## src/srcba_pkg.sv

```systemverilog
// Shared types and constants for the range-checked block averager.
// No dependencies; imported by every module of the block.
`default_nettype none

package srcba_pkg;

  localparam int TEMP_W   = 12;
  localparam int LEVEL_W  = 16;
  localparam int ERR_W    = 6;
  localparam int TSUM_W   = 17;
  localparam int LSUM_W   = 21;
  localparam int CNT_W    = 4;
  localparam int ADDR_W   = 5;
  localparam int DATA_W   = 32;
  localparam int DIV_SHIFT = 25;
  localparam int MULT_W   = DIV_SHIFT + 1;

  localparam logic signed [TEMP_W-1:0] TEMP_LOW_RST   = -12'sd500;
  localparam logic signed [TEMP_W-1:0] TEMP_HIGH_RST  = 12'sd1000;
  localparam logic [LEVEL_W-1:0]       LEVEL_LOW_RST  = 16'd400;
  localparam logic [LEVEL_W-1:0]       LEVEL_HIGH_RST = 16'd2500;
  localparam logic [ERR_W-1:0]         ERROR_CAP_RST  = 6'd50;

  typedef enum logic [2:0] {
    REG_TEMP_LOW   = 3'd0,
    REG_TEMP_HIGH  = 3'd1,
    REG_LEVEL_LOW  = 3'd2,
    REG_LEVEL_HIGH = 3'd3,
    REG_ERROR_CAP  = 3'd4
  } reg_idx_t;

  typedef struct packed {
    logic signed [TEMP_W-1:0] temp_sample;
    logic [LEVEL_W-1:0]       level_sample;
    logic                     seed;
  } in_beat_t;

  typedef struct packed {
    logic signed [TEMP_W-1:0] avg_temp;
    logic [LEVEL_W-1:0]       avg_level;
    logic [ERR_W-1:0]         temp_errors;
    logic [ERR_W-1:0]         level_errors;
    logic                     avg_updated;
  } out_beat_t;

  typedef struct packed {
    logic signed [TEMP_W-1:0] temp_low;
    logic signed [TEMP_W-1:0] temp_high;
    logic [LEVEL_W-1:0]       level_low;
    logic [LEVEL_W-1:0]       level_high;
    logic [ERR_W-1:0]         error_cap;
  } cfg_t;

endpackage

`default_nettype wire

```

## src/srcba_cfg.sv

```systemverilog
// Configuration register bank behind an APB-style port.
// Depends on srcba_pkg for the register map and reset values.
`default_nettype none

module srcba_cfg
  import srcba_pkg::*;
(
  input  wire logic              clk,
  input  wire logic              rst_n,
  input  wire logic              psel,
  input  wire logic              penable,
  input  wire logic              pwrite,
  input  wire logic [ADDR_W-1:0] paddr,
  input  wire logic [DATA_W-1:0] pwdata,
  output logic [DATA_W-1:0]      prdata,
  output logic                   pready,
  output cfg_t                   cfg
);

  cfg_t     cfg_r;
  reg_idx_t idx;
  logic     wr_en;

  assign idx    = reg_idx_t'(paddr[ADDR_W-1:2]);
  assign wr_en  = psel && penable && pwrite;
  assign pready = 1'b1;
  assign cfg    = cfg_r;

  always_ff @(posedge clk) begin
    if (!rst_n) begin
      cfg_r.temp_low   <= TEMP_LOW_RST;
      cfg_r.temp_high  <= TEMP_HIGH_RST;
      cfg_r.level_low  <= LEVEL_LOW_RST;
      cfg_r.level_high <= LEVEL_HIGH_RST;
      cfg_r.error_cap  <= ERROR_CAP_RST;
    end else if (wr_en) begin
      unique case (idx)
        REG_TEMP_LOW:   cfg_r.temp_low   <= pwdata[TEMP_W-1:0];
        REG_TEMP_HIGH:  cfg_r.temp_high  <= pwdata[TEMP_W-1:0];
        REG_LEVEL_LOW:  cfg_r.level_low  <= pwdata[LEVEL_W-1:0];
        REG_LEVEL_HIGH: cfg_r.level_high <= pwdata[LEVEL_W-1:0];
        REG_ERROR_CAP:  cfg_r.error_cap  <= pwdata[ERR_W-1:0];
        default: ;
      endcase
    end
  end

  always_comb begin
    unique case (idx)
      REG_TEMP_LOW:   prdata = DATA_W'(cfg_r.temp_low);
      REG_TEMP_HIGH:  prdata = DATA_W'(cfg_r.temp_high);
      REG_LEVEL_LOW:  prdata = DATA_W'(cfg_r.level_low);
      REG_LEVEL_HIGH: prdata = DATA_W'(cfg_r.level_high);
      REG_ERROR_CAP:  prdata = DATA_W'(cfg_r.error_cap);
      default:        prdata = '0;
    endcase
  end

endmodule

`default_nettype wire

```

## src/srcba_core.sv

```systemverilog
// Window check, block accumulators, averages and error counters.
// Depends on srcba_pkg; state advances once per beat on step.
`default_nettype none

module srcba_core
  import srcba_pkg::*;
#(
  parameter int unsigned BLOCK_LEN = 10
) (
  input  wire logic     clk,
  input  wire logic     rst_n,
  input  wire logic     step,
  input  wire in_beat_t item,
  input  wire cfg_t     cfg,
  output out_beat_t     result
);

  localparam longint unsigned DIV_MULT =
    ((64'd1 << DIV_SHIFT) + BLOCK_LEN - 1) / BLOCK_LEN;
  localparam logic [MULT_W-1:0] MULT = MULT_W'(DIV_MULT);
  localparam logic [CNT_W:0]    LEN  = (CNT_W+1)'(BLOCK_LEN);
  localparam int PROD_W = LSUM_W + MULT_W;

  function automatic logic [LSUM_W-1:0] div_len(input logic [LSUM_W-1:0] x);
    logic [PROD_W-1:0] prod;
    prod = PROD_W'(x) * PROD_W'(MULT);
    return prod[DIV_SHIFT +: LSUM_W];
  endfunction

  logic signed [TSUM_W-1:0]  temp_sum_r, temp_sum_nxt, temp_sum_new;
  logic [LSUM_W-1:0]         level_sum_r, level_sum_nxt, level_sum_new;
  logic [CNT_W-1:0]          cnt_r, cnt_nxt;
  logic signed [TEMP_W-1:0]  temp_avg_r, temp_avg_nxt;
  logic [LEVEL_W-1:0]        level_avg_r, level_avg_nxt;
  logic [ERR_W-1:0]          temp_err_r, temp_err_nxt;
  logic [ERR_W-1:0]          level_err_r, level_err_nxt;

  logic                      temp_ok, level_ok, block_done, updated;
  logic signed [TEMP_W-1:0]  temp_add, temp_q;
  logic [LEVEL_W-1:0]        level_add;
  logic [CNT_W:0]            cnt_inc;
  logic [TSUM_W-1:0]         temp_mag;
  logic [LSUM_W-1:0]         temp_q_mag, level_q;

  assign temp_ok  = (item.temp_sample < cfg.temp_high) && (item.temp_sample > cfg.temp_low);
  assign level_ok = (item.level_sample < cfg.level_high) &&
                    (item.level_sample >= cfg.level_low);

  assign temp_add      = temp_ok ? item.temp_sample : temp_avg_r;
  assign level_add     = level_ok ? item.level_sample : level_avg_r;
  assign temp_sum_new  = temp_sum_r + TSUM_W'(temp_add);
  assign level_sum_new = level_sum_r + LSUM_W'(level_add);
  assign cnt_inc       = {1'b0, cnt_r} + (CNT_W+1)'(1);
  assign block_done    = cnt_inc >= LEN;

  // divide magnitude, restore sign: truncation toward zero
  assign temp_mag   = temp_sum_new[TSUM_W-1] ? TSUM_W'(-temp_sum_new) : TSUM_W'(temp_sum_new);
  assign temp_q_mag = div_len(LSUM_W'(temp_mag));
  assign temp_q     = temp_sum_new[TSUM_W-1] ? -temp_q_mag[TEMP_W-1:0] : temp_q_mag[TEMP_W-1:0];
  assign level_q    = div_len(level_sum_new);

  always_comb begin
    temp_sum_nxt  = temp_sum_r;
    level_sum_nxt = level_sum_r;
    cnt_nxt       = cnt_r;
    temp_avg_nxt  = temp_avg_r;
    level_avg_nxt = level_avg_r;
    temp_err_nxt  = temp_err_r;
    level_err_nxt = level_err_r;
    updated       = 1'b0;
    if (item.seed) begin
      temp_avg_nxt  = item.temp_sample;
      level_avg_nxt = item.level_sample;
      updated       = 1'b1;
    end else begin
      if (temp_ok) begin
        temp_err_nxt = '0;
      end else if (temp_err_r < cfg.error_cap) begin
        temp_err_nxt = temp_err_r + ERR_W'(1);
      end
      if (level_ok) begin
        level_err_nxt = '0;
      end else if (level_err_r < cfg.error_cap) begin
        level_err_nxt = level_err_r + ERR_W'(1);
      end
      if (block_done) begin
        temp_avg_nxt  = temp_q;
        level_avg_nxt = level_q[LEVEL_W-1:0];
        temp_sum_nxt  = '0;
        level_sum_nxt = '0;
        cnt_nxt       = '0;
        updated       = 1'b1;
      end else begin
        temp_sum_nxt  = temp_sum_new;
        level_sum_nxt = level_sum_new;
        cnt_nxt       = cnt_inc[CNT_W-1:0];
      end
    end
  end

  always_ff @(posedge clk) begin
    if (!rst_n) begin
      temp_sum_r  <= '0;
      level_sum_r <= '0;
      cnt_r       <= '0;
      temp_avg_r  <= '0;
      level_avg_r <= '0;
      temp_err_r  <= '0;
      level_err_r <= '0;
    end else if (step) begin
      temp_sum_r  <= temp_sum_nxt;
      level_sum_r <= level_sum_nxt;
      cnt_r       <= cnt_nxt;
      temp_avg_r  <= temp_avg_nxt;
      level_avg_r <= level_avg_nxt;
      temp_err_r  <= temp_err_nxt;
      level_err_r <= level_err_nxt;
    end
  end

  assign result.avg_temp     = temp_avg_nxt;
  assign result.avg_level    = level_avg_nxt;
  assign result.temp_errors  = temp_err_nxt;
  assign result.level_errors = level_err_nxt;
  assign result.avg_updated  = updated;

endmodule

`default_nettype wire

```

## src/sensor_range_check_block_average.sv

```systemverilog
// Top level: input register, averaging core, result register, config bank.
// Depends on srcba_pkg, srcba_cfg and srcba_core.
//
//   channel  ports                            direction  beat
//   in       in_valid/in_ready/in_data        sink       in_beat_t
//   out      out_valid/out_ready/out_data     source     out_beat_t
//   cfg      cfg_psel..cfg_pready (APB)       slave      32-bit register
//
// One beat per cycle sustained while out_ready holds; a beat passes the input and then the result register.
// The core's state updates as a beat moves from input to result register.
// A stalled result holds; the input register still takes one more beat.
// Synchronous active-low reset restores register defaults and clears state.
`default_nettype none

module sensor_range_check_block_average
  import srcba_pkg::*;
#(
  parameter int unsigned BLOCK_LEN = 10
) (
  input  wire logic              clk,
  input  wire logic              rst_n,
  input  wire logic              in_valid,
  output logic                   in_ready,
  input  wire in_beat_t          in_data,
  output logic                   out_valid,
  input  wire logic              out_ready,
  output out_beat_t              out_data,
  input  wire logic              cfg_psel,
  input  wire logic              cfg_penable,
  input  wire logic              cfg_pwrite,
  input  wire logic [ADDR_W-1:0] cfg_paddr,
  input  wire logic [DATA_W-1:0] cfg_pwdata,
  output logic [DATA_W-1:0]      cfg_prdata,
  output logic                   cfg_pready
);

  in_beat_t  in_r;
  logic      in_valid_r;
  out_beat_t out_r;
  logic      out_valid_r;
  out_beat_t result;
  cfg_t      cfg;
  logic      advance;

  srcba_cfg u_cfg (
    .clk     (clk),
    .rst_n   (rst_n),
    .psel    (cfg_psel),
    .penable (cfg_penable),
    .pwrite  (cfg_pwrite),
    .paddr   (cfg_paddr),
    .pwdata  (cfg_pwdata),
    .prdata  (cfg_prdata),
    .pready  (cfg_pready),
    .cfg     (cfg)
  );

  srcba_core #(.BLOCK_LEN(BLOCK_LEN)) u_core (
    .clk    (clk),
    .rst_n  (rst_n),
    .step   (advance),
    .item   (in_r),
    .cfg    (cfg),
    .result (result)
  );

  assign advance   = in_valid_r && (!out_valid_r || out_ready);
  assign in_ready  = !in_valid_r || advance;
  assign out_valid = out_valid_r;
  assign out_data  = out_r;

  always_ff @(posedge clk) begin
    if (!rst_n) begin
      in_valid_r  <= 1'b0;
      out_valid_r <= 1'b0;
    end else begin
      if (in_ready) begin
        in_valid_r <= in_valid;
      end
      if (advance) begin
        out_valid_r <= 1'b1;
      end else if (out_ready) begin
        out_valid_r <= 1'b0;
      end
    end
  end

  always_ff @(posedge clk) begin
    if (in_valid && in_ready) begin
      in_r <= in_data;
    end
    if (advance) begin
      out_r <= result;
    end
  end

  a_seed_updates: assert property (@(posedge clk) disable iff (!rst_n)
    advance && in_r.seed |=> out_valid && out_data.avg_updated)
    else $error("seed beat did not flag updated averages");

  a_stall_only_when_full: assert property (@(posedge clk) disable iff (!rst_n)
    !in_ready |-> in_valid_r && out_valid_r && !out_ready)
    else $error("input stalled without a full pipeline");

  a_good_temp_clears: assert property (@(posedge clk) disable iff (!rst_n)
    advance && !in_r.seed && (in_r.temp_sample < cfg.temp_high) &&
    (in_r.temp_sample > cfg.temp_low) |=> out_data.temp_errors == '0)
    else $error("valid temperature did not clear its error count");

  a_seed_holds_errors: assert property (@(posedge clk) disable iff (!rst_n)
    advance && in_r.seed |-> result.temp_errors == $past(result.temp_errors) ||
    !$past(advance))
    else $error("seed beat changed an error count");

endmodule

`default_nettype wire

```

## config.mk

```make
export PLATFORM = sky130hd
export DESIGN_NAME = sensor_range_check_block_average
export DESIGN_NICKNAME = d
export VERILOG_FILES = /design/src/srcba_pkg.sv /design/src/srcba_cfg.sv /design/src/srcba_core.sv /design/src/sensor_range_check_block_average.sv
export SDC_FILE = /design/constraint.sdc
export NUM_CORES = 1
export LEC_CHECK = 0
export ABC_CLOCK_PERIOD_IN_PS = 11300
export BUFFER_PORTS_ARGS = -buffer_cell sky130_fd_sc_hd__buf_2
export CORE_MARGIN = 5
export CORE_UTILIZATION = 58
export CTS_CLUSTER_DIAMETER = 50
export DETAILED_ROUTE_END_ITERATION = 12
export GPL_TIMING_DRIVEN = 0
export PLACE_DENSITY = 0.8
export SKIP_CTS_REPAIR_TIMING = 1
export SLEW_MARGIN = 20
export SYNTH_ARGS = -nofsm -noshare
export SYNTH_HDL_FRONTEND = slang
export SYNTH_SLANG_ARGS = --single-unit
```

## constraint.sdc

```tcl
create_clock -name clk -period 11.3 [get_ports clk]
set_clock_uncertainty 0.1 [all_clocks]
set_input_delay 1.13 -clock clk [delete_from_list [all_inputs] [get_ports clk]]
set_output_delay 1.13 -clock clk [all_outputs]
set_load 0.02 [all_outputs]
```

==> results of run 1 <==
-- state kept, by name (all words and copies together) (netlist names) --
| name | count |
|---|---|
| u_core.temp_err_r | 6 |
| u_core.level_avg_r | 16 |
| in_valid_r | 1 |
| u_cfg.cfg | 62 |
| out_data | 41 |
| u_core.temp_avg_r | 12 |
| u_core.temp_sum_r | 17 |
| u_core.cnt_r | 4 |
| out_valid | 1 |
| u_core.level_sum_r | 21 |
| in_r | 29 |
| u_core.level_err_r | 6 |
-- cell usage in the layout, fill, tap and decap left out, drive strengths merged, types with 7 or more instances in the layout --
master / n
dfxtp: 146
xnor2: 69
and3: 10
nand2: 238
nand4: 20
nor2: 134
o21bai: 7
o211ai: 37
clkbuf: 90
a211o: 7
buf: 310
inv: 484
nor3b: 10
o21a: 11
a21o: 55
and2: 12
o22ai: 13
a22oi: 24
mux2: 22
mux2i: 30
a21oi: 178
a31oi: 12
nor3: 30
nand3: 39
xor2: 20
a211oi: 11
nand2b: 21
a21boi: 8
o31ai: 11
fa: 231
o21ai: 106
edfxtp: 70
ha: 413
or3: 16
nor2b: 28
-- worst max-delay path, delay by kind of cell, from the launching register on --
kind            cells  cell delay [ns]
fa+ha+maj          10             3.79
buf+inv             8             0.90
flops               1             0.47
xor+xnor            1             0.13
compound gates     35             5.44
simple gates        4             0.37
mux                 2             0.60
-- metal layers --
layer	GRT usage, %	part of all wire [%]	routed length [um]
met5	0	0.016	13
met2	50.0	47	37500
met4	11.0	5.6	4480
met1	40.7	38	30800
met3	5.81	9.5	7600
-- path summary, 6_finish.rpt --
kind / start / to / slack [ns] / depth (start not counted)
worst min register to register: u_core.temp_sum_r[8] / u_core.temp_sum_r[8] / 0.36 / 2
worst max register to register: in_r[1] / out_data[28] / -0.76 / 60
worst max-delay path: in_r[1] / out_data[28] / -0.76 / 60
worst min-delay path: u_core.temp_sum_r[8] / u_core.temp_sum_r[8] / 0.36 / 2
-- synthesized netlist by cell type, drive strengths merged, types with 7 or more instances --
cell | number | area, um^2
nand3 | 39 | 200
o21ai | 106 | 546
nor3 | 30 | 150
a31oi | 12 | 90.1
a211oi | 11 | 87.6
a21boi | 8 | 60.1
clkbuf | 68 | 295
nand2 | 238 | 896
a21oi | 178 | 910
nor3b | 10 | 80.1
buf | 30 | 189
xor2 | 20 | 183
o21bai | 7 | 52.6
mux2 | 22 | 248
nor2 | 134 | 503
a22oi | 24 | 180
or3 | 16 | 100
o22ai | 13 | 81.3
o211ai | 37 | 283
nand4 | 20 | 140
xnor2 | 69 | 604
nand2b | 21 | 139
and2 | 12 | 77.6
o31ai | 11 | 115
o21a | 11 | 82.6
nor2b | 28 | 183
inv | 480 | 1800
fa | 231 | 4620
a211o | 7 | 62.6
ha | 413 | 5170
dfxtp | 146 | 2920
mux2i | 30 | 300
edfxtp | 70 | 2100
a21o | 55 | 413
and3 | 10 | 63.8
-- layout make-up --
class	instances	area, um^2	area share (%)
Clock inverter	14	148	0.487
Buffer	94	549	1.81
Timing Repair Buffer	275	1820	6.01
Tap cell	546	683	2.25
Multi-Input combinational cell	1922	19600	64.5
Clock buffer	31	689	2.28
Sequential cell	216	5030	16.6
Inverter	481	1820	6.02
-- through the flow --
step | cells | setup slack [ns] | util, %
after floorplan | 2718 | 0.00420 | -
after global placement | 3390 | -2.20 | 61.7
after detailed placement | 3390 | -2.35 | 61.7
after CTS | 3435 | -2.45 | 63.7
after global routing | 3579 | -1.14 | 70.8
final | 3579 | -0.758 | 70.8
-- cell families after synthesis --
group	synth area share (%)
AOI/OAI and AO/OA	13.9
xor gates and xnor gates	3.16
adders and majority gates	39.3
buffers and inverters	9.26
DFF	20.1
muxes	2.65
other	0.0150
and+or+nand+nor	11.6
==> metrics.md, run 1 <==
| Metric | Value |
|---|---|
| Pin count of the biggest net entering global routing | `51` |
| Status | `finished, violations left` |
| Vias/cell | `6.13` |
| Cell row count | `76` |
| Via count | `21946` |
| Clk slew on worst S/H paths | `0.06 ns` |
| Max Root-Sink Buffers | `3` |
| Core ar. | `42800 um^2` |
| Failing checks | `setup timing` |
| Final setup margin | `-0.758 ns` |
| Clock insertion delay at the later pin of the skew report | `0.54 ns` |
| Final setup fails | `47` |
| Chip Width | `217 um` |
| Port bufs | `126` |
| Initial cell density of the core | `58.3%` |
| Vias in the first global route | `20976` |
| Final hold vios | `0` |
| Area added between synthesis and finish | `21.5%` |
| ANT nets after route | `0` |
| Most used cell, CP | `a21o_1` |
| Worst Tran Pin Value | `1.06 ns` |
| Final period util | `107%` |
| Unrepaired setup endpoints after global routing | `true` |
| CP endpoint kind | `flop` |
| Synth warn | `0` |
| Initial antenna violation count | `1` |
| Finished Cell Area | `30300 um^2` |
| Mapped Nets | `3435` |
| Slew Limit Fails | `0` |
| Post-Syn Area | `24900 um^2` |
| Height of the die | `217 um` |
| Die area | `47200 um^2` |
| Num CTS Buffers | `25` |
| Minimum hold slack | `0.359 ns` |
| Filler Cells Inserted | `2930` |
| Inserted Diodes | `0` |
| DRT Pass-1 Iters | `9` |
| CTS tree | `yes` |
| Post-synthesis sequential area ratio | `20.1%` |
| Mean post-synth cell area | `9.18 um^2` |
| Ys async rst share | `0%` |
| Clk sink count | `216` |
| Critical Path RT | `11.48 ns` |
| WS Path Type | `flop to flop` |
| Grt ovf | `0` |
| GRT Overall Usage | `30.5%` |
| Synthesized instance count | `2718` |
| CTS Root Cell | `clkbuf_16` |
| Area after DPL | `26400 um^2` |
| Routed wire length | `80.4 mm` |
| Startpoint types | `flop` |
| Routed WL per cell | `22.5 um` |
| MaxCap Viol Count | `0` |
| Primary FF master, synth | `dfxtp_1` |
| Max stage delay cell, worst path | `fa_1` |
| Setup TNS | `-20.31 ns` |
| WP data arrival | `12.24 ns` |
| Crit-path max cell delay | `0.53 ns` |
| DRC Markers | `0` |
| Fin crit period | `12.06 ns` |
| Number of synthesized flops with an enable pin | `70` |
| Synth cell types | `104` |
| Crit-path max FO | `6` |
| #FFs+latches synth | `216` |
| H-tree levels | `1` |
| I/O pin cnt | `149` |
| Final net count | `3732` |
| Final GP Congestion | `0.987` |
| Starting DRT DRC Count | `2348` |
| Slew margin rel. | `29.0%` |
| Layout cells sized above 1 | `23.4%` |
| Global-route wire length before repair | `114 mm` |
| FMAX | `82.9 MHz` |
| Hold WC Path Type | `flop to flop` |
| Dpl hpwl | `60.5 mm` |
Power of run 1 is not shown: default switching activity piles up to over one toggle a cycle in this logic, so the estimate is an artifact.
==> run 2, diff against run 1 <==
RECOVER_POWER = 100   (was default)
==> run 2 against run 1 <==
The flow finishes with violations (capacitance limit, slew limit, setup timing). Maximum frequency about the same. Routed wire length up 0.30%. Core utilization down 0.20 points. Sequential share of layout area about the same. Global-route usage unchanged. Critical path type unchanged. Largest cell class unchanged.
==> metrics.md, run 2 (synthesis gave the netlist of run 1 again) <==
| Metric | Value |
|---|---|
| Worst Tran Pin Value | `2.20 ns (+1.14 ns)` |
| Global-route wire length before repair | `114 mm (unchanged)` |
| Hold WC Path Type | `flop to flop` |
| Via count | `21936 (-0.046%)` |
| DRT Pass-1 Iters | `9 (unchanged)` |
| Final core utilization | `70.6% (-0.20 points)` |
| Final period util | `107% (about the same)` |
| CP endpoint kind | `flop` |
| GR peak layer | `met2` |
| Slew margin rel. | `-46.5% (-76 points)` |
| Met3 track demand over resource | `5.81% (unchanged)` |
| Height of the die | `217 um (unchanged)` |
| Routed WL per cell | `22.5 um (+0.27%)` |
| Die area | `47200 um^2 (unchanged)` |
| Commonest cells after routing, fill and taps aside | `inv_1, ha_1, nand2_1` |
| Routed wire length | `80.6 mm (+0.30%)` |
| Cell row count | `76 (unchanged)` |
| Num CTS Buffers | `25 (unchanged)` |
| WP data arrival | `12.21 ns (-0.03 ns)` |
| Startpoint types | `flop` |
| Final GP Congestion | `0.987 (unchanged)` |
| Largest register FFs | `62 (unchanged)` |
| Dpl hpwl | `60.5 mm (unchanged)` |
| Final net count | `3732 (unchanged)` |
| Area added between synthesis and finish | `21.1%` |
| Failing checks | `capacitance limit, slew limit, setup timing` |
| Most common cell after layout, fill and taps aside | `inv_1` |
| Final setup margin | `-0.753 ns (+0.00451 ns)` |
| GR met1 Demand/Resource | `40.7% (unchanged)` |
| Fin crit period | `12.05 ns (-0.00451 ns)` |
| CTS Root Cell | `clkbuf_16` |
| Clk slew on worst S/H paths | `0.06 ns (about the same)` |
| Pin count of the biggest net entering global routing | `51 (unchanged)` |
| Final setup fails | `52 (+11%)` |
| ANT nets after route | `0 (unchanged)` |
| Crit-path max FO | `7 (+1)` |
| Crit-path max cell delay | `0.60 ns (+0.07 ns)` |
| Unrepaired setup endpoints after global routing | `true` |
| Critical Path RT | `11.45 ns (-0.03 ns)` |
| Slew Limit Fails | `30 (+30)` |
| FMAX | `83.0 MHz (about the same)` |
| Core ar. | `42800 um^2 (unchanged)` |
| Initial antenna violation count | `1 (unchanged)` |
| GRT Overall Usage | `30.5% (unchanged)` |
| Vias in the first global route | `20976 (unchanged)` |
| Clk sink count | `216 (unchanged)` |
| Port bufs | `126 (unchanged)` |
| Grt ovf | `0 (unchanged)` |
| Clock insertion delay at the later pin of the skew report | `0.54 ns (about the same)` |
| Final hold vios | `0 (unchanged)` |
| MaxCap Viol Count | `1 (+1)` |
| Max Root-Sink Buffers | `3 (unchanged)` |
| Max stage delay cell, worst path | `fa_2` |
| I/O pin cnt | `149 (unchanged)` |
| CTS tree | `yes` |
| WS Path Type | `flop to flop` |
| Chip Width | `217 um (unchanged)` |
| Initial cell density of the core | `58.3% (unchanged)` |
| Global Route met2 Usage | `50.0% (unchanged)` |
| Status | `finished, violations left` |
| Vias/cell | `6.13 (about the same)` |
| Layout cells sized above 1 | `21.8% (-1.6 points)` |
| DRC Markers | `0 (unchanged)` |
| Finished Cell Area | `30200 um^2 (-0.28%)` |
| Starting DRT DRC Count | `2374 (+1.1%)` |
| Area after DPL | `26400 um^2 (unchanged)` |
| H-tree levels | `1 (unchanged)` |
run 2: final timing paths:
path,slack [ns],endpoint,cells after the start,from
setup / recovery,-0.75,out_data[40],42,in_r[27]
hold / removal,0.36,u_core.temp_sum_r[8],2,u_core.temp_sum_r[8]
setup reg to reg,-0.75,out_data[40],42,in_r[27]
hold reg to reg,0.36,u_core.temp_sum_r[8],2,u_core.temp_sum_r[8]
run 2: critical path, delay by kind of cell (launching register included):
family	cells	cell delay, ns
xor+xnor	3	0.65
compound gates	13	2.78
buf+inv	6	0.60
fa+ha+maj	10	3.83
simple gates	10	3.36
flops	1	0.45
run 2: final cells by class:
type	count	area [um^2]
antenna	1	2.50
timing repair buffer	275	1760
inverter	481	1820
sequential	216	5030
buffer	94	539
clock buffer	31	689
fill	2961	12600
multi-input combinational	1922	19500
tap	546	683
clock inverter	14	148
run 2: metal layers:
layer | share of wire, % | wire, um
met1 | 38 | 31000
met2 | 46 | 37500
met3 | 9.3 | 7520
met4 | 5.7 | 4590
met5 | 0.019 | 15
run 2: through the flow:
stage	TNS (ns)	hold WS [ns]	setup slack (ns)	cells
global placement	-87.53	0.343	-2.20	3390
global route	-40.15	0.384	-1.14	3579
finish	-21.32	0.359	-0.753	3580
detailed placement	-95.20	0.350	-2.35	3390
CTS	-99.30	0.358	-2.45	3435
floorplan	0	0.336	0.00420	2718
Power of run 2 is left out for the same reason.
